$ cat src/hdl/nhc_pkg.sv
// Shared types, constants and helpers of the Nose-Hoover chain step core.
// Used by nhc_mul, nhc_div, nhc_exp and nose_hoover_chain_step_core.
// No dependencies.
package nhc_pkg;

  localparam int CHAIN_MAX_DEF = 8;
  localparam int FX_W          = 48;
  localparam int UFX_W         = 47;
  localparam int DIV_DIGITS    = 12;

  typedef logic signed [FX_W-1:0] fx_t;
  typedef logic [UFX_W-1:0]       ufx_t;

  localparam fx_t  FX_ONE   = 48'sh0001_0000_0000;
  localparam fx_t  FX_MAX   = 48'sh7FFF_FFFF_FFFF;
  localparam fx_t  FX_MIN   = 48'sh8000_0000_0000;
  localparam ufx_t UFX_MAX  = 47'h7FFF_FFFF_FFFF;
  localparam fx_t  INV_LN2  = 48'sd6196328019;
  localparam logic signed [49:0] LN2_W   = 50'sd2977044472;
  localparam logic signed [48:0] EXP_HI  = 49'sd47244640256;
  localparam logic signed [48:0] EXP_LO  = -49'sd98784247808;

  localparam logic [1:0] CFG_CHAIN_LEN = 2'd0;
  localparam logic [1:0] CFG_TIME_STEP = 2'd1;
  localparam logic [1:0] CFG_INV_TAU2  = 2'd2;
  localparam logic [1:0] CFG_TAU2      = 2'd3;

  localparam logic CMD_ADVANCE = 1'b0;
  localparam logic CMD_LOAD    = 1'b1;

  typedef enum logic [4:0] {
    S_IDLE, S_LD_SQ, S_F0, S_TOP_V, S_POS, S_DN_X, S_DN_EXP, S_DN_TV, S_DN_DF,
    S_DN_DV, S_AA_X, S_AA_EXP, S_AA_M1, S_AA_M2, S_AA_F, S_UP_X, S_UP_EXP,
    S_UP_SQ, S_UP_V, S_INV_SQ, S_INV_E
  } nhc_st_e;

  typedef enum logic [2:0] {
    X_IDLE, X_Q, X_R, X_PM, X_PD, X_FIN
  } nhc_xst_e;

  typedef struct packed {
    logic start;
    fx_t  a;
    fx_t  b;
  } mul_req_t;

  typedef struct packed {
    logic done;
    fx_t  p;
  } mul_rsp_t;

  function automatic fx_t sat48(input logic signed [49:0] v);
    fx_t r;
    if (v > 50'sd140737488355327) r = FX_MAX;
    else if (v < -50'sd140737488355328) r = FX_MIN;
    else r = v[47:0];
    return r;
  endfunction

  function automatic fx_t ufx(input ufx_t u);
    return fx_t'({1'b0, u});
  endfunction

endpackage

$ cat src/hdl/nhc_mul.sv
// Shared Q16.32 multiplier: one 32x32 multiplier over four partial products.
// Rounds to nearest (ties away from zero) and saturates. Uses nhc_pkg.
module nhc_mul (
  input  logic             clk_i,
  input  logic             rst_ni,
  input  nhc_pkg::mul_req_t req_i,
  output nhc_pkg::mul_rsp_t rsp_o
);

  logic [47:0] ma_q, ma_d, mb_q, mb_d;
  logic        neg_q, neg_d;
  logic [2:0]  ph_q, ph_d;
  logic        run_q, run_d;
  logic [64:0] acc_q, acc_d;
  nhc_pkg::fx_t res_q, res_d;
  logic        done_q, done_d;
  logic [31:0] opx, opy;
  logic [63:0] prod;

  always_comb begin
    case (ph_q)
      3'd0:    begin opx = ma_q[31:0];          opy = mb_q[31:0];          end
      3'd1:    begin opx = {16'b0, ma_q[47:32]}; opy = mb_q[31:0];          end
      3'd2:    begin opx = ma_q[31:0];          opy = {16'b0, mb_q[47:32]}; end
      default: begin opx = {16'b0, ma_q[47:32]}; opy = {16'b0, mb_q[47:32]}; end
    endcase
    prod = 64'(opx) * 64'(opy);
  end

  always_comb begin
    ma_d = ma_q; mb_d = mb_q; neg_d = neg_q; ph_d = ph_q; run_d = run_q;
    acc_d = acc_q; res_d = res_q; done_d = 1'b0;
    if (req_i.start) begin
      ma_d  = req_i.a[47] ? (~req_i.a + 48'd1) : req_i.a;
      mb_d  = req_i.b[47] ? (~req_i.b + 48'd1) : req_i.b;
      neg_d = req_i.a[47] ^ req_i.b[47];
      ph_d  = 3'd0;
      run_d = 1'b1;
    end else if (run_q) begin
      ph_d = ph_q + 3'd1;
      case (ph_q)
        3'd0:    acc_d = (65'(prod) + 65'h0_8000_0000) >> 32;
        3'd1,
        3'd2:    acc_d = acc_q + 65'(prod);
        3'd3:    acc_d = acc_q + (65'(prod) << 32);
        default: begin
          // finish: saturate the magnitude and apply the sign
          run_d  = 1'b0;
          done_d = 1'b1;
          if (neg_q) begin
            if (acc_q >= 65'h8000_0000_0000) res_d = nhc_pkg::FX_MIN;
            else res_d = nhc_pkg::fx_t'(~acc_q[47:0] + 48'd1);
          end else begin
            if (acc_q > 65'h7FFF_FFFF_FFFF) res_d = nhc_pkg::FX_MAX;
            else res_d = nhc_pkg::fx_t'(acc_q[47:0]);
          end
        end
      endcase
    end
  end

  always_ff @(posedge clk_i or negedge rst_ni) begin
    if (!rst_ni) begin
      run_q  <= 1'b0;
      done_q <= 1'b0;
      ph_q   <= 3'd0;
    end else begin
      run_q  <= run_d;
      done_q <= done_d;
      ph_q   <= ph_d;
    end
  end

  always_ff @(posedge clk_i) begin
    ma_q  <= ma_d;
    mb_q  <= mb_d;
    neg_q <= neg_d;
    acc_q <= acc_d;
    res_q <= res_d;
  end

  assign rsp_o.done = done_q;
  assign rsp_o.p    = res_q;

endmodule

$ cat config.mk
export PLATFORM = sky130hd
export DESIGN_NAME = nhc_mul
export DESIGN_NICKNAME = d
export VERILOG_FILES = /design/src/hdl/nhc_pkg.sv /design/src/hdl/nhc_mul.sv
export SDC_FILE = /design/constraint.sdc
export NUM_CORES = 2
export LEC_CHECK = 0
export ABC_AREA = 1
export BUFFER_PORTS_ARGS = -buffer_cell sky130_fd_sc_hd__clkbuf_2
export CAP_MARGIN = 25
export CORE_UTILIZATION = 30
export DETAILED_ROUTE_END_ITERATION = 6
export SLEW_MARGIN = 20
export SYNTH_ARGS = -nofsm -noshare
export SYNTH_HDL_FRONTEND = slang
export SYNTH_SLANG_ARGS = --single-unit
$ cat constraint.sdc
create_clock -name clk_i -period 11.5 [get_ports clk_i]
set_input_delay 2.3 -clock clk_i [delete_from_list [all_inputs] [get_ports clk_i]]
set_output_delay 2.3 -clock clk_i [all_outputs]
set_load 0.005 [all_outputs]
Word level (Yosys, flattened, before mapping)
Index checks and enable logic that the tools add are counted.
Storage, ports and cells
  bits in latches: 0
  input port bits: 99
  memory bits (writable): 0
  output and inout port bits: 49
  memories kept: 0
  logic and storage cells: 54
  ROM bits: 0
  register bits after elaboration: 215
Cells by class
  add/subtract/negate cells: 7
  multiply operators: 1
  mux-type cells: 16
  equal/unequal tests: 3
  div/mod/pow operators: 0
  reductions and logical operators: 9
  shift-type cells: 0
  bitwise gates (word level): 6
  order comparisons: 2
Operators with widths (count)
  65-bit case mux with 3 select lines: 1
  48-bit by 1-bit adder with 48-bit output, second input constant: 3
  48-bit 2-to-1 mux: 3
  48-bit NOT: 3
  47-bit 2-to-1 mux: 2
  64-bit by 32-bit adder with 65-bit output, second input constant: 1
  65-bit by 64-bit adder with 65-bit output: 1
  65-bit adder: 1
  65-bit by 48-bit greater-or-equal comparator with 1-bit output, second input constant: 1
  65-bit by 47-bit > comparator with 1-bit output, second input constant: 1
  32-bit by 32-bit multiplier with 64-bit output: 1
  32-bit 2-to-1 mux: 2
  3-bit by 2-bit equality test with 1-bit output, second input constant: 2
  1-bit 2-to-1 mux: 6
  3-bit 2-to-1 mux: 2
  3-bit AND reduction: 2
  2-bit OR reduction: 3
  4-bit OR reduction: 1
  3-bit by 1-bit adder with 3-bit output, second input constant: 1
  3-bit by 1-bit equality test with 1-bit output, second input constant: 1
  3-bit zero test: 1
  3-bit nonzero test: 1
  1-bit NOT: 2
  2-bit nonzero test: 1
  1-bit bitwise XOR: 1

Logic depth before layout (Yosys ltp)
  depth in word-level cells: 6
  mapped depth: 52
  depth with buffers taken out: 50

Worst setup path before layout
OpenSTA, ideal clock, no wires.
  path kind: register -> register
  start: register ph_q[0]
  end: register acc_q[60] (data pin)
  cell stages (with the launch flop): 44
  setup slack: 2.225 ns
  data required time: 11.233 ns
  period minus slack after synthesis: 9.275 ns
  data arrival time: 9.007 ns
  cells stage by stage: dfrtp_1 inv_1 ha_1 nand2_1 nand2_1 clkbuf_1 clkbuf_1 nand2_1 inv_1 clkbuf_1 nand2_1 fa_1 fa_1 inv_1 fa_1 fa_1 fa_1 fa_1 [... 8 more ...] inv_1 nand2_1 nand2_1 inv_1 nand2_1 inv_2 nand2_1 nand2_1 ha_1 a21oi_1 o21ai_0 a21oi_1 o21ai_0 a221oi_1 o21ai_0 or2_2 nand3_1 o21ai_0
Between the ends
  word-level cells in the longest chain between the ends: 6
  elaborated cells between the ends (all ways): 13
  classes of those cells: 2 x add/sub; 1 x mul; 3 x eq/ne; 3 x mux; 4 x reduce/logical
RTL lines
  from (decl): line nhc_mul.sv:12  | logic [2:0] ph_q, ph_d;
  from (signal assigned): line nhc_mul.sv:70  | ph_q <= ph_d;
  3-bit by 2-bit equality test with 1-bit output, or another cell as far along: line nhc_mul.sv:21, nhc_mul.sv:41
  2-bit OR reduction (no line)
  32-bit 2-to-1 mux: line nhc_mul.sv:21  | case (ph_q)
  32-bit by 32-bit multiplier with 64-bit output: line nhc_mul.sv:27  | prod = 64'(opx) * 64'(opy);
  65-bit adder / 65-bit by 64-bit adder with 65-bit output (equally long branches): line nhc_mul.sv:45, nhc_mul.sv:44
  65-bit case mux with 3 select lines (*): line nhc_mul.sv:41  | case (ph_q)
  to (signal assigned): line nhc_mul.sv:78  | acc_q <= acc_d;
  to (decl): line nhc_mul.sv:14  | logic [64:0] acc_q, acc_d;
Mark *: on every way between the ends. The rest lies on a longest branch, timed or not.
A chain may end at the register's enable or synchronous reset.

Final worst setup path
  start: register ph_q[0]
  end: register acc_q[52] (data pin)
The elaborated chain is that of the path after synthesis.

==> results.txt <==
Worst setup startpoint -> ph_q[0]$_DFFE_PN0P_
Syn-to-layout area delta -> 11.4%
actual slew at the worst max-slew pin -> 1.07 ns
Post-route DRC -> 0
Final nets -> 8653
area of the die -> 179000 sq um
residual overflow from global routing -> 0
unrepaired setup endpoints after global routing -> no
most common library cell in the layout ignoring fill and taps -> sky130_fd_sc_hd__nand2_1
Reg clk slew, reported paths -> 0.06 ns
leading cell types in the layout, fill and taps excluded -> sky130_fd_sc_hd__nand2_1, sky130_fd_sc_hd__inv_1, sky130_fd_sc_hd__nor2_1
Distinct cells, synth -> 61
clk root buf -> sky130_fd_sc_hd__clkbuf_16
arrival time worst endpoint -> 11.37 ns
top flip-flop cell by instance count after synthesis -> sky130_fd_sc_hd__edfxtp_1
buffer levels on the longest clock path -> 3
hold_sp -> run_q$_DFF_PN0_
crit path kind -> flop to flop
cell area reported after detailed placement -> 58400 sq um
Die Y -> 423 um
number of enable flip-flop cells after synthesis -> 210
largest net degree at the start of global routing -> 51
worst slew slack as a fraction of its limit -> 0.284
per-instance average area after synthesis -> 7.57 sq um
post-CTS setup buffer count -> 0
first-pass detailed-route iteration total -> 7
total of buffers placed on input and output ports -> 147
# setup viols final -> 0
run status -> complete, no violations
clock tree from TritonCTS -> built
synthesized net count -> 8395
critical register-to-register path startpoint -> ph_q[0]$_DFFE_PN0P_
vias in the first global route -> 48400
share of the synthesized area in the top cell type -> 0.338
gp weighted congestion -> 1.04
core area -> 176000 sq um
R2R setup slack -> 0.50 ns
share of async-settable or async-resettable flops after synthesis -> 0.0233
total via count after detailed routing -> 48100
remaining antenna violation count -> 0
IO Pins -> 148
die boundary width -> 423 um
Hold-fix buffers, CTS -> 0
endpoint required time on the critical path -> 11.87 ns
first-pass GRT wire length -> 312000 um
routed vias/inst -> 4.99
cts repair resizes -> 0
deepest level of the CTS H-tree -> 1
Detail Placement HPWL -> 180000 um
FF+latch count, synth -> 215
number of clock sinks seen by CTS -> 215
portion of the clock cycle consumed by the worst path in the final layout -> 0.956
Synth area leader -> sky130_fd_sc_hd__fa_1
Post-Layout Inst Area -> 59200 sq um
final count of pins violating max slew -> 0
detailed-route wire length per cell -> 21.8 um
share of post-route cells with drive strength above 1 -> 0.0989
Critical Path Start Type -> flop
drt total wl -> 210000 um
critical-path cell with the highest stage delay -> sky130_fd_sc_hd__fa_1
initial antenna violation count -> 7
row cnt -> 154
worst hold path class -> flop to flop
minimum clock period after layout -> 11.00 ns
count of endpoints failing hold in the final timing report -> 0
starting DRC count in detailed routing -> 4922
maximum clock frequency -> 0.0909 GHz
Max FO, Critical Path -> 30
capturing element type of the critical path -> flop
Worst Skew -> 0.0542 ns
cells taking the most area after synthesis -> sky130_fd_sc_hd__fa_1, sky130_fd_sc_hd__edfxtp_1, sky130_fd_sc_hd__nand2_1
overall track demand over capacity in global routing -> 0.234
total CTS buffers -> 25
number of violations of the max-capacitance limit -> 0
number of cells produced by synthesis -> 7020
number of synthesis warnings -> 0
part of the Yosys area used for sequential elements -> 0.121
clk_lat worst skew -> 0.63 ns
Largest stage delay, worst path -> 0.59 ns
Syn Std Cell Area -> 53200 sq um
setup TNS -> 0 ns
starting density of the core -> 0.302
[critical path, delay by kind of cell, from the launching register on]
kind / cells / cell delay [ns]
compound gates: 3 / 0.76
buf+inv: 13 / 2.07
flops: 1 / 0.41
fa+ha+maj: 11 / 5.18
simple gates: 15 / 2.14
xor+xnor: 1 / 0.18
[sequential cells by signal, summed over array words and instances, names as in the netlist]
signal  cells
acc_q      65
done_q      1
ma_q       48
mb_q       48
neg_q       1
ph_q        3
res_q      48
run_q       1
[final timing paths]
path / endpoint / depth (start not counted)
min in group asynchronous: done_q$_DFF_PN0_ / 1
worst max register to register: acc_q[52]$_DFFE_PP_ / 43
worst min-delay path: ph_q[1]$_DFFE_PN0P_ / 2
max in group asynchronous: ph_q[0]$_DFFE_PN0P_ / 1
worst max-delay path: acc_q[52]$_DFFE_PP_ / 43
worst min register to register: ph_q[1]$_DFFE_PN0P_ / 2
[synth_stat cells, types with 24 or more instances]
cell type	number
sky130_fd_sc_hd__nand2_1	1529
sky130_fd_sc_hd__inv_1	1482
sky130_fd_sc_hd__nor2_1	956
sky130_fd_sc_hd__fa_1	898
sky130_fd_sc_hd__ha_1	378
sky130_fd_sc_hd__o21ai_0	226
sky130_fd_sc_hd__a21oi_1	219
sky130_fd_sc_hd__edfxtp_1	210
sky130_fd_sc_hd__clkbuf_1	186
sky130_fd_sc_hd__nand3_1	184
sky130_fd_sc_hd__xor2_1	126
sky130_fd_sc_hd__nand4_1	57
sky130_fd_sc_hd__xnor2_1	54
sky130_fd_sc_hd__nor3_1	50
sky130_fd_sc_hd__or2_2	48
sky130_fd_sc_hd__nand2_2	45
sky130_fd_sc_hd__nor2_2	43
sky130_fd_sc_hd__inv_2	36
sky130_fd_sc_hd__clkinv_1	27
sky130_fd_sc_hd__a31oi_1	25
sky130_fd_sc_hd__nor4_1	24
[routing by layer]
layer	GRT usage	share of wire	up-vias	routed length [um]
met3	0.0406	0.092	451	19300
met2	0.359	0.44	2192	92000
li1	-	-	21700	-
met5	0	0.00021	-	45
met4	0.0963	0.049	8	10400
met1	0.323	0.42	23800	88600
[area by class of cell]
cell class	count	area, sq um
Antenna cell	2	5.00
Clock buffer	28	637
Clock inverter	18	140
Fill cell	18800	117000
Inverter	1545	5800
Multi-Input combinational cell	5060	40300
Sequential cell	215	6430
Tap cell	2340	2930
Timing Repair Buffer	431	2990
[through the flow]
stage | hold slack, ns | instances | utilization | setup WS [ns]
after floorplan | 0.502 | 7020 | - | 2.23
after CTS | 0.555 | 9637 | 0.336 | 0.253
after global routing | 0.585 | 9637 | 0.336 | 0.00680
after detailed placement | 0.538 | 9591 | 0.332 | 0.239
final | 0.557 | 9639 | 0.336 | 0.501
after global placement | 0.544 | 9591 | 0.332 | 0.253
[logic make-up (layout without fill, tap and decap cells)]
| logic type | count (synthesis) | after routing | share of synthesized area |
|---|---|---|---|
| AOI/OAI and AO/OA | 597 | 597 | 0.0624 |
| other | 0 | 2 | 0 |
| and+or+nand+nor | 3007 | 3007 | 0.237 |
| xor gates and xnor gates | 180 | 180 | 0.0297 |
| buffers and inverters | 1745 | 2022 | 0.123 |
| DFF | 215 | 215 | 0.121 |
| adders and majority gates | 1276 | 1276 | 0.427 |
Power is left out: the tool's default activity adds up to more than one toggle a clock period on the data nets, which glitch-free logic cannot reach.
