$ cat config.mk
export PLATFORM = sky130hd
export DESIGN_NAME = nhc_exp
export DESIGN_NICKNAME = d
export VERILOG_FILES = /design/src/hdl/nhc_pkg.sv /design/src/hdl/nhc_div.sv /design/src/hdl/nhc_exp.sv
export SDC_FILE = /design/constraint.sdc
export NUM_CORES = 1
export LEC_CHECK = 0
export BUFFER_PORTS_ARGS = -buffer_cell sky130_fd_sc_hd__buf_2
export CORE_UTILIZATION = 40
export CTS_CLUSTER_SIZE = 30
export DETAILED_ROUTE_END_ITERATION = 7
export HOLD_SLACK_MARGIN = 0.03
export PLACE_DENSITY = 0.54
export SLEW_MARGIN = 20
export SYNTH_ARGS = -nofsm -noshare
export SYNTH_HDL_FRONTEND = slang
export SYNTH_HIERARCHICAL = 1
export SYNTH_SLANG_ARGS = --single-unit
$ cat constraint.sdc
create_clock -name clk_i -period 9.1 [get_ports clk_i]
set_input_delay 0.91 -clock clk_i [delete_from_list [all_inputs] [get_ports clk_i]]
set_output_delay 0.91 -clock clk_i [all_outputs]
set_load 0.02 [all_outputs]
$ cat src/hdl/nhc_pkg.sv
// Shared types, constants and helpers of the Nose-Hoover chain step core.
// Used by nhc_mul, nhc_div, nhc_exp and nose_hoover_chain_step_core.
// No dependencies.
package nhc_pkg;

  localparam int CHAIN_MAX_DEF = 8;
  localparam int FX_W          = 48;
  localparam int UFX_W         = 47;
  localparam int DIV_DIGITS    = 12;

  typedef logic signed [FX_W-1:0] fx_t;
  typedef logic [UFX_W-1:0]       ufx_t;

  localparam fx_t  FX_ONE   = 48'sh0001_0000_0000;
  localparam fx_t  FX_MAX   = 48'sh7FFF_FFFF_FFFF;
  localparam fx_t  FX_MIN   = 48'sh8000_0000_0000;
  localparam ufx_t UFX_MAX  = 47'h7FFF_FFFF_FFFF;
  localparam fx_t  INV_LN2  = 48'sd6196328019;
  localparam logic signed [49:0] LN2_W   = 50'sd2977044472;
  localparam logic signed [48:0] EXP_HI  = 49'sd47244640256;
  localparam logic signed [48:0] EXP_LO  = -49'sd98784247808;

  localparam logic [1:0] CFG_CHAIN_LEN = 2'd0;
  localparam logic [1:0] CFG_TIME_STEP = 2'd1;
  localparam logic [1:0] CFG_INV_TAU2  = 2'd2;
  localparam logic [1:0] CFG_TAU2      = 2'd3;

  localparam logic CMD_ADVANCE = 1'b0;
  localparam logic CMD_LOAD    = 1'b1;

  typedef enum logic [4:0] {
    S_IDLE, S_LD_SQ, S_F0, S_TOP_V, S_POS, S_DN_X, S_DN_EXP, S_DN_TV, S_DN_DF,
    S_DN_DV, S_AA_X, S_AA_EXP, S_AA_M1, S_AA_M2, S_AA_F, S_UP_X, S_UP_EXP,
    S_UP_SQ, S_UP_V, S_INV_SQ, S_INV_E
  } nhc_st_e;

  typedef enum logic [2:0] {
    X_IDLE, X_Q, X_R, X_PM, X_PD, X_FIN
  } nhc_xst_e;

  typedef struct packed {
    logic start;
    fx_t  a;
    fx_t  b;
  } mul_req_t;

  typedef struct packed {
    logic done;
    fx_t  p;
  } mul_rsp_t;

  function automatic fx_t sat48(input logic signed [49:0] v);
    fx_t r;
    if (v > 50'sd140737488355327) r = FX_MAX;
    else if (v < -50'sd140737488355328) r = FX_MIN;
    else r = v[47:0];
    return r;
  endfunction

  function automatic fx_t ufx(input ufx_t u);
    return fx_t'({1'b0, u});
  endfunction

endpackage

$ cat src/hdl/nhc_div.sv
// Signed divide of a Q16.32 value by a small integer, truncating toward zero.
// Radix-16 restoring divider, one digit per cycle. Uses nhc_pkg.
module nhc_div (
  input  logic         clk_i,
  input  logic         rst_ni,
  input  logic         start_i,
  input  nhc_pkg::fx_t num_i,
  input  logic [3:0]   den_i,
  output logic         done_o,
  output nhc_pkg::fx_t quo_o
);

  logic [47:0] mag_q, quo_q, qfull;
  logic [3:0]  rem_q, rem_n, den_q, qd;
  logic        neg_q, run_q, done_q;
  logic [3:0]  cnt_q;
  nhc_pkg::fx_t res_q;

  always_comb begin
    logic [4:0] r5;
    rem_n = rem_q;
    qd    = 4'd0;
    for (int j = 3; j >= 0; j--) begin
      r5 = {rem_n, mag_q[44 + j]};
      if (r5 >= {1'b0, den_q}) begin
        r5    = r5 - {1'b0, den_q};
        qd[j] = 1'b1;
      end
      rem_n = r5[3:0];
    end
    qfull = {quo_q[43:0], qd};
  end

  always_ff @(posedge clk_i or negedge rst_ni) begin
    if (!rst_ni) begin
      run_q  <= 1'b0;
      done_q <= 1'b0;
      cnt_q  <= 4'd0;
    end else begin
      done_q <= 1'b0;
      if (start_i) begin
        run_q <= 1'b1;
        cnt_q <= 4'd0;
      end else if (run_q) begin
        cnt_q <= cnt_q + 4'd1;
        if (cnt_q == 4'(nhc_pkg::DIV_DIGITS - 1)) begin
          run_q  <= 1'b0;
          done_q <= 1'b1;
        end
      end
    end
  end

  always_ff @(posedge clk_i) begin
    if (start_i) begin
      mag_q <= num_i[47] ? (~num_i + 48'd1) : num_i;
      neg_q <= num_i[47];
      den_q <= den_i;
      rem_q <= 4'd0;
      quo_q <= 48'd0;
    end else if (run_q) begin
      mag_q <= mag_q << 4;
      rem_q <= rem_n;
      quo_q <= qfull;
      res_q <= neg_q ? nhc_pkg::fx_t'(~qfull + 48'd1) : nhc_pkg::fx_t'(qfull);
    end
  end

  assign done_o = done_q;
  assign quo_o  = res_q;

endmodule

$ cat src/hdl/nhc_exp.sv
// Fixed-length exponential: range reduction by ln2, 12-term Horner series,
// rounded shift by k. Borrows the shared multiplier; uses nhc_div, nhc_pkg.
module nhc_exp (
  input  logic                    clk_i,
  input  logic                    rst_ni,
  input  logic                    start_i,
  input  logic signed [48:0]      x_i,
  output nhc_pkg::mul_req_t       mreq_o,
  input  nhc_pkg::mul_rsp_t       mrsp_i,
  output logic                    done_o,
  output nhc_pkg::ufx_t           res_o
);

  nhc_pkg::nhc_xst_e st_q, st_d;
  logic              iss_q, iss_d;
  nhc_pkg::fx_t      x_q, x_d, r_q, r_d, p_q, p_d, tmp_q, tmp_d;
  logic signed [6:0] k_q, k_d;
  logic [3:0]        n_q, n_d;
  nhc_pkg::ufx_t     res_q, res_d;
  logic              done_q, done_d;
  logic              div_start, div_done;
  nhc_pkg::fx_t      div_quo;
  logic signed [49:0] r_w;
  nhc_pkg::ufx_t     u, lim, fin;
  logic [5:0]        s;
  logic [63:0]       wide;

  nhc_div u_div (
    .clk_i  (clk_i),
    .rst_ni (rst_ni),
    .start_i(div_start),
    .num_i  (tmp_q),
    .den_i  (n_q),
    .done_o (div_done),
    .quo_o  (div_quo)
  );

  // next state
  always_comb begin
    st_d = st_q;
    case (st_q)
      nhc_pkg::X_IDLE: begin
        if (start_i && x_i < nhc_pkg::EXP_HI && x_i > nhc_pkg::EXP_LO) st_d = nhc_pkg::X_Q;
      end
      nhc_pkg::X_Q:   if (mrsp_i.done) st_d = nhc_pkg::X_R;
      nhc_pkg::X_R:   st_d = nhc_pkg::X_PM;
      nhc_pkg::X_PM:  if (mrsp_i.done) st_d = nhc_pkg::X_PD;
      nhc_pkg::X_PD: begin
        if (div_done) st_d = (n_q == 4'd1) ? nhc_pkg::X_FIN : nhc_pkg::X_PM;
      end
      nhc_pkg::X_FIN: st_d = nhc_pkg::X_IDLE;
      default:        st_d = nhc_pkg::X_IDLE;
    endcase
  end

  // scale by 2^k with rounding on right shifts
  always_comb begin
    u    = p_q[47] ? '0 : p_q[46:0];
    lim  = nhc_pkg::UFX_MAX >> k_q[3:0];
    s    = 6'(-k_q);
    wide = (64'(u) + (64'd1 << (s - 6'd1))) >> s;
    if (!k_q[6]) fin = (u > lim) ? nhc_pkg::UFX_MAX : (u << k_q[3:0]);
    else         fin = wide[46:0];
    r_w = 50'(x_q) - 50'(k_q) * nhc_pkg::LN2_W;
  end

  // outputs and datapath
  always_comb begin
    iss_d = iss_q; x_d = x_q; r_d = r_q; p_d = p_q; tmp_d = tmp_q; k_d = k_q;
    n_d = n_q; res_d = res_q; done_d = 1'b0;
    mreq_o = '0;
    div_start = 1'b0;
    case (st_q)
      nhc_pkg::X_IDLE: begin
        if (start_i) begin
          x_d = x_i[47:0];
          if (x_i >= nhc_pkg::EXP_HI) begin
            res_d = nhc_pkg::UFX_MAX; done_d = 1'b1;
          end else if (x_i <= nhc_pkg::EXP_LO) begin
            res_d = '0; done_d = 1'b1;
          end
        end
      end
      nhc_pkg::X_Q: begin
        mreq_o.a = x_q; mreq_o.b = nhc_pkg::INV_LN2; mreq_o.start = !iss_q;
        iss_d = 1'b1;
        if (mrsp_i.done) begin
          k_d = mrsp_i.p[38:32];  // floor of q, arithmetic
          iss_d = 1'b0;
        end
      end
      nhc_pkg::X_R: begin
        r_d = r_w[47:0];
        p_d = nhc_pkg::FX_ONE;
        n_d = 4'd12;
      end
      nhc_pkg::X_PM: begin
        mreq_o.a = r_q; mreq_o.b = p_q; mreq_o.start = !iss_q;
        iss_d = 1'b1;
        if (mrsp_i.done) begin
          tmp_d = mrsp_i.p; iss_d = 1'b0;
        end
      end
      nhc_pkg::X_PD: begin
        div_start = !iss_q;
        iss_d = 1'b1;
        if (div_done) begin
          p_d = nhc_pkg::FX_ONE + div_quo;
          n_d = n_q - 4'd1;
          iss_d = 1'b0;
        end
      end
      nhc_pkg::X_FIN: begin
        res_d = fin; done_d = 1'b1;
      end
      default: ;
    endcase
  end

  always_ff @(posedge clk_i or negedge rst_ni) begin
    if (!rst_ni) begin
      st_q   <= nhc_pkg::X_IDLE;
      iss_q  <= 1'b0;
      done_q <= 1'b0;
    end else begin
      st_q   <= st_d;
      iss_q  <= iss_d;
      done_q <= done_d;
    end
  end

  always_ff @(posedge clk_i) begin
    x_q <= x_d; r_q <= r_d; p_q <= p_d; tmp_q <= tmp_d; k_q <= k_d;
    n_q <= n_d; res_q <= res_d;
  end

  assign done_o = done_q;
  assign res_o  = res_q;

endmodule
* After elaboration in Yosys (flattened, before gate mapping)
Cells that the tools add are included.
** Cells by class
- Add/sub/neg operators :: 13
- Multipliers :: 1
- Div/mod/pow operators :: 0
- Order comparisons :: 9
- Equality and inequality tests :: 13
- Shifts and indexed selects :: 4
- Mux-type cells :: 46
- Bitwise logic cells :: 3
- Reduce and logical (&&, ||, !) cells :: 16
** Operators by type and width (count)
- 47-bit two-way mux :: 6
- 48-bit two-way mux :: 5
- 97-bit one-hot mux with 2 select lines :: 1
- 48-bit by 1-bit adder with 48-bit output (second input constant) :: 2
- 48-bit inverter :: 2
- 48-bit one-hot mux with 2 select lines :: 1
- 47-bit one-hot mux with 2 select lines :: 1
- 47-bit by 64-bit adder with 64-bit output :: 1
- 1-bit by 6-bit left shift with 64-bit output (first input constant) :: 1
- 64-bit by 6-bit right shift with 47-bit output :: 1
- 49-bit by 37-bit >= comparator with 1-bit output (second input constant) :: 1
- 49-bit by 38-bit > comparator with 1-bit output (second input constant) :: 1
- 49-bit by 38-bit less-or-equal comparator with 1-bit output (second input constant) :: 1
- 49-bit by 37-bit less-than comparator with 1-bit output (second input constant) :: 1
- 34-bit by 48-bit adder with 48-bit output (first input constant) :: 1
- 48-bit by 40-bit subtractor with 48-bit output :: 1
- 47-bit > comparator :: 1
- 47-bit by 4-bit left shift with 47-bit output :: 1
- 47-bit by 4-bit right shift with 47-bit output (first input constant) :: 1
- 7-bit by 30-bit multiplier with 37-bit output (second input constant) :: 1
- 4-bit two-way mux :: 7
- 5-bit by 4-bit >= comparator with 1-bit output :: 4
- 1-bit two-way mux :: 16
- 4-bit subtractor :: 4
- other kinds (25) :: 43
** Storage, ports and cells
- Register bits :: 410
- Latch bits :: 0
- Memory bits (writable) :: 0
- Bits in read-only memories :: 0
- Output and inout port bits :: 145
- Memories kept :: 0

* Depth between registers and ports, before layout
- Depth after elaboration :: 11
- Mapped depth :: 38
- Gate-level depth less buffers :: 34

* By module
The synthesis kept the hierarchy.
** Modules (own cells, without submodules)
- nhc_exp :: times used 1, cells an instance 3042, area each 26576.7 um^2
- nhc_div :: times used 1, cells an instance 789, area each 8418.1 um^2

* Worst setup path after synthesis
No wires, ideal clock.
- Kind :: register to register
- Start :: register k_q[0]
- End :: register r_q[40], data pin
- Library setup time :: 0.263 ns
- Arrival time :: 7.889 ns
- Required time :: 8.837 ns
- Setup slack :: 0.947 ns
- Stages on the path, launching flop included :: 37
- Cell sequence :: edfxtp_1 buf_2 inv_1 clkbuf_1 buf_2 buf_1 clkbuf_1 fa_1 inv_1 fa_1 inv_1 fa_1 inv_1 ha_1 o21ai_0 o21bai_1 o31ai_1 a21oi_1 a31oi_1 o31a_1 nor2b_1 o21ai_0 nand2b_1 a21oi_1 xor2_1 ha_1 a21o_1 a21o_1 a21oi_1 o21ai_0 nand3_1 nand2_1 a41o_1 o41ai_1 o21a_1 mux2i_1 xnor2_1
** Between the ends
- Cells in the longest elaborated chain, start to end :: 2
** RTL lines
- start, declared :: line nhc_exp.sv:17 : logic signed [6:0] k_q, k_d;
- start signal, assigned :: line nhc_exp.sv:133 : x_q <= x_d; r_q <= r_d; p_q <= p_d; tmp_q <= tmp_d; k_q <= k_d;
- 7-bit by 30-bit multiplier with 37-bit output :: line nhc_exp.sv:64 : r_w = 50'(x_q) - 50'(k_q) * nhc_pkg::LN2_W;
- 48-bit by 40-bit subtractor with 48-bit output :: line nhc_exp.sv:64
- net r_w[40] :: line nhc_exp.sv:23 : logic signed [49:0] r_w;
- end signal, assigned :: line nhc_exp.sv:133
- end, declared :: line nhc_exp.sv:16 : nhc_pkg::fx_t x_q, x_d, r_q, r_d, p_q, p_d, tmp_q, tmp_d;
The timed path passes the listed nets, and every way through them passes these cells.
A chain may end at the register's enable or synchronous reset.

* Worst setup path after layout
- Start :: register u_div.den_q[1]
- End :: register u_div.res_q[22] (netlist: u_div/quo_o[22]), data pin
** Between the ends
- Cells in the longest elaborated chain, start to end :: 11
- Elaborated cells on any way between the ends :: 17
- Those cells by class :: add/sub: 4; order compare: 4; mux: 8; bitwise: 1
** RTL lines
- start, declared :: line nhc_div.sv:14 : logic [3:0] rem_q, rem_n, den_q, qd;
- start signal, assigned :: line nhc_div.sv:58 : den_q <= den_i;
- 4-bit subtractor / 5-bit by 4-bit >= comparator with 1-bit output (equally long branches) :: line nhc_div.sv:26, nhc_div.sv:25
- 4-bit two-way mux :: line nhc_div.sv:25 : if (r5 >= {1'b0, den_q}) begin
- 4-bit subtractor / 5-bit by 4-bit >= comparator with 1-bit output (equally long branches) :: line nhc_div.sv:26, nhc_div.sv:25
- 4-bit two-way mux :: line nhc_div.sv:25
- 4-bit subtractor / 5-bit by 4-bit >= comparator with 1-bit output (equally long branches) :: line nhc_div.sv:26, nhc_div.sv:25
- 4-bit two-way mux :: line nhc_div.sv:25
- 5-bit by 4-bit >= comparator with 1-bit output :: line nhc_div.sv:25
- 1-bit two-way mux :: line nhc_div.sv:25
- 48-bit inverter (*) :: line nhc_div.sv:65 : res_q <= neg_q ? nhc_pkg::fx_t'(~qfull + 48'd1) : nhc_pkg::fx_t'(qfull);
- 48-bit by 1-bit adder with 48-bit output (*) :: line nhc_div.sv:65
- 48-bit two-way mux (*) :: line nhc_div.sv:65
- end signal, assigned :: line nhc_div.sv:65
- end, declared :: line nhc_div.sv:17 : nhc_pkg::fx_t res_q;
Every way passes the cells marked *; elsewhere a longest branch is shown, timed or not.

==> out/results.txt <==
CP Launch Type: flop
DRC violation total after the first TritonRoute iteration: 3057
Critical-path top delay cell: a2111o_1
worst slew pin tran: 1.06 ns
number of synthesized flops with an enable pin: 351
Post-CTS Resized: 0
M3 GR Usage: 4.90%
core area: 86800 um^2
Yosys reg bits: 410
FFs w/ async S/R, synth: 2.68%
final setup fails: 0
share of cells above drive strength 1: 14.2%
Port Buffer Count: 245
CTS Root Cell: clkbuf_16
register area share after synthesis: 33.7%
P&R area growth vs syn: 11.3%
crit share post-route: 89.1%
setup TNS: 0 ns
grt met2 use: 40.7%
Pre-antenna DRT Iters: 8
GR peak layer: met2
WS Path Type: flop to flop
Die Span X: 298 um
clock tree buffer depth: 3
Ports: 246
routability cong.: 1.02
CTS Buf Count: 47
Main synth FF type: edfxtp_1
Hold Fails Final Rpt: 0
Warnings, synthesis: 6
largest net degree at the start of global routing: 97
Die ar.: 88700 um^2
slew margin rel.: 29.1%
Worst-path clk slew: 0.06 ns
hold_buf cts: 0
ANT nets after route: 0
clk_lat worst skew: 0.63 ns
initial antenna violation count: 4
Cell Rows: 108
unrepaired setup endpoints after global routing: no
Post-Syn Area: 35000 um^2
crit path time final: 8.11 ns
Initial Util: 40.3%
global-route wire length before repair: 181000 um
Post-DP HPWL: 93900 um
most used cell, CP: ha_1
CTS tree: built
outcome: finished clean
Total Wirelength: 121000 um
Netlist cell types: 126
Total GRT Usage: 26.4%
Post-Syn Instances: 3831
synthesized area per cell: 9.13 um^2
data required time of the worst path: 9.46 ns
clk sinks: 410
Wirelength per Cell: 23.4 um
CP Capture Type: flop
DRC viols: 0
DR vias/cell: 5.92
HP Class: primary input to asynchronous set/reset pin
CP max stage delay: 0.56 ns
Max Freq: 123 MHz
final global-route overflow total: 0
Setup Fix Bufs, Post-CTS: 0
vias in the first global route: 28880
Vias: 30585
nets@finish: 4337
CP Data Arrival Time: 8.47 ns
GR Util met1: 37.0%
Final Skew: 0.0258 ns
Slew Viols, Final: 0
chip height: 298 um
H-tree level count: 2
Synth Net Count: 4194
Maximum Capacitance Violations: 0
CP Max Fanout: 11
-- through the flow --
stage | cells | util [%] | worst slack [ns] | hold slack (ns) | area (um^2)
final | 5169 | 44.9 | 0.990 | 0.175 | 38900
after global routing | 5167 | 44.9 | 0.375 | 0.176 | 38900
after CTS | 5167 | 44.9 | 0.959 | 0.150 | 38900
after detailed placement | 5080 | 43.1 | 0.985 | 0.446 | 37400
after global placement | 5080 | 43.1 | 1.11 | 0.438 | 37400
after floorplan | 3831 | - | 0.947 | 0.426 | 35000
-- area by class of cell --
cell class                 count  area [um^2]
clock buffer                  69         1300
inverter                     176          661
timing repair buffer         315         1750
clock inverter                18          220
fill                        8655        47800
multi-input combinational   3024        21800
antenna                        2         5.00
tap                         1155         1450
sequential                   410        11800
-- placed cells by master (no fill, tap or decap), drive strengths merged, types with 49 or more instances in the layout --
cell type / n
mux2i: 221
nand2: 241
and3: 80
ha: 224
a21o: 69
nor2: 475
xnor2: 113
edfxtp: 351
nor2b: 49
a21oi: 292
nor3: 67
a211oi: 52
inv: 177
nand3: 70
buf: 315
xor2: 122
mux2: 55
clkbuf: 69
o21ai: 185
-- kinds of logic (layout without fill, tap and decap cells) --
logic type / after synthesis / count (layout) / share of synthesized area [%]
DFF: 410 / 410 / 33.7
and+or+nand+nor: 1229 / 1229 / 17.0
other: 0 / 2 / 0
AOI/OAI and AO/OA: 1003 / 1003 / 19.5
muxes: 292 / 292 / 9.18
xor gates and xnor gates: 236 / 236 / 6.04
buffers and inverters: 397 / 578 / 4.40
adders and majority gates: 264 / 264 / 10.2
-- registers in the layout, indices dropped and copies added (netlist names), 7 cells and up --
| signal | count |
|---|---|
| k_q | 7 |
| tmp_q | 48 |
| res_o | 47 |
| r_q | 48 |
| p_q | 48 |
| u_div/quo_q | 44 |
| u_div/mag_q | 48 |
| x_q | 48 |
| u_div/quo_o | 48 |
-- path summary, 6_finish.rpt --
path                                          startpoint                        end  slack (ns)  depth (start not counted)
worst max-delay path            u_div/den_q[1]$_DFFE_PP_  u_div/quo_o[22]$_DFFE_PP_        0.99                         31
worst min-delay path                              rst_ni     u_div/done_o$_DFF_PN0_        0.17                          1
worst max register to register  u_div/den_q[1]$_DFFE_PP_  u_div/quo_o[22]$_DFFE_PP_        0.99                         31
worst min register to register          x_q[0]$_DFFE_PP_           r_q[0]$_DFFE_PP_        0.46                          0
max in group asynchronous                         rst_ni        st_q[1]$_DFFE_PN0P_        8.67                          1
min in group clk_i                      x_q[0]$_DFFE_PP_           r_q[0]$_DFFE_PP_        0.46                          0
-- Yosys cell counts (49+ instances only) --
| library cell | instances | area, um^2 |
|---|---|---|
| clkbuf_1 | 157 | 589 |
| mux2_2 | 53 | 597 |
| nand3_1 | 70 | 350 |
| xnor2_1 | 110 | 963 |
| nor3_1 | 63 | 315 |
| nor2_1 | 474 | 1780 |
| xor2_1 | 122 | 1070 |
| ha_1 | 224 | 2800 |
| a21oi_1 | 289 | 1450 |
| nand2_1 | 239 | 897 |
| mux2i_1 | 220 | 2200 |
| edfxtp_1 | 351 | 10500 |
| and3_1 | 80 | 500 |
| a21o_1 | 69 | 518 |
| o21ai_0 | 176 | 881 |
| nor2b_1 | 49 | 307 |
| inv_1 | 172 | 646 |
-- per-layer routing --
layer	share of wire [%]	vias up
met3	7.5	227
met2	44	1075
li1	-	14474
met5	0.041	-
met1	45	14801
met4	3.5	8
-- critical path, delay by kind of cell, from the launching register on --
family          cells  cell delay (ns)
fa+ha+maj           5             1.38
buf+inv             5             0.59
flops               1             0.42
mux                 3             0.98
simple gates        6             1.74
xor+xnor            1             0.11
compound gates     11             2.62
Power is left out: the tool's default activity adds up to more than one toggle a clock period on the data nets, which glitch-free logic cannot reach.
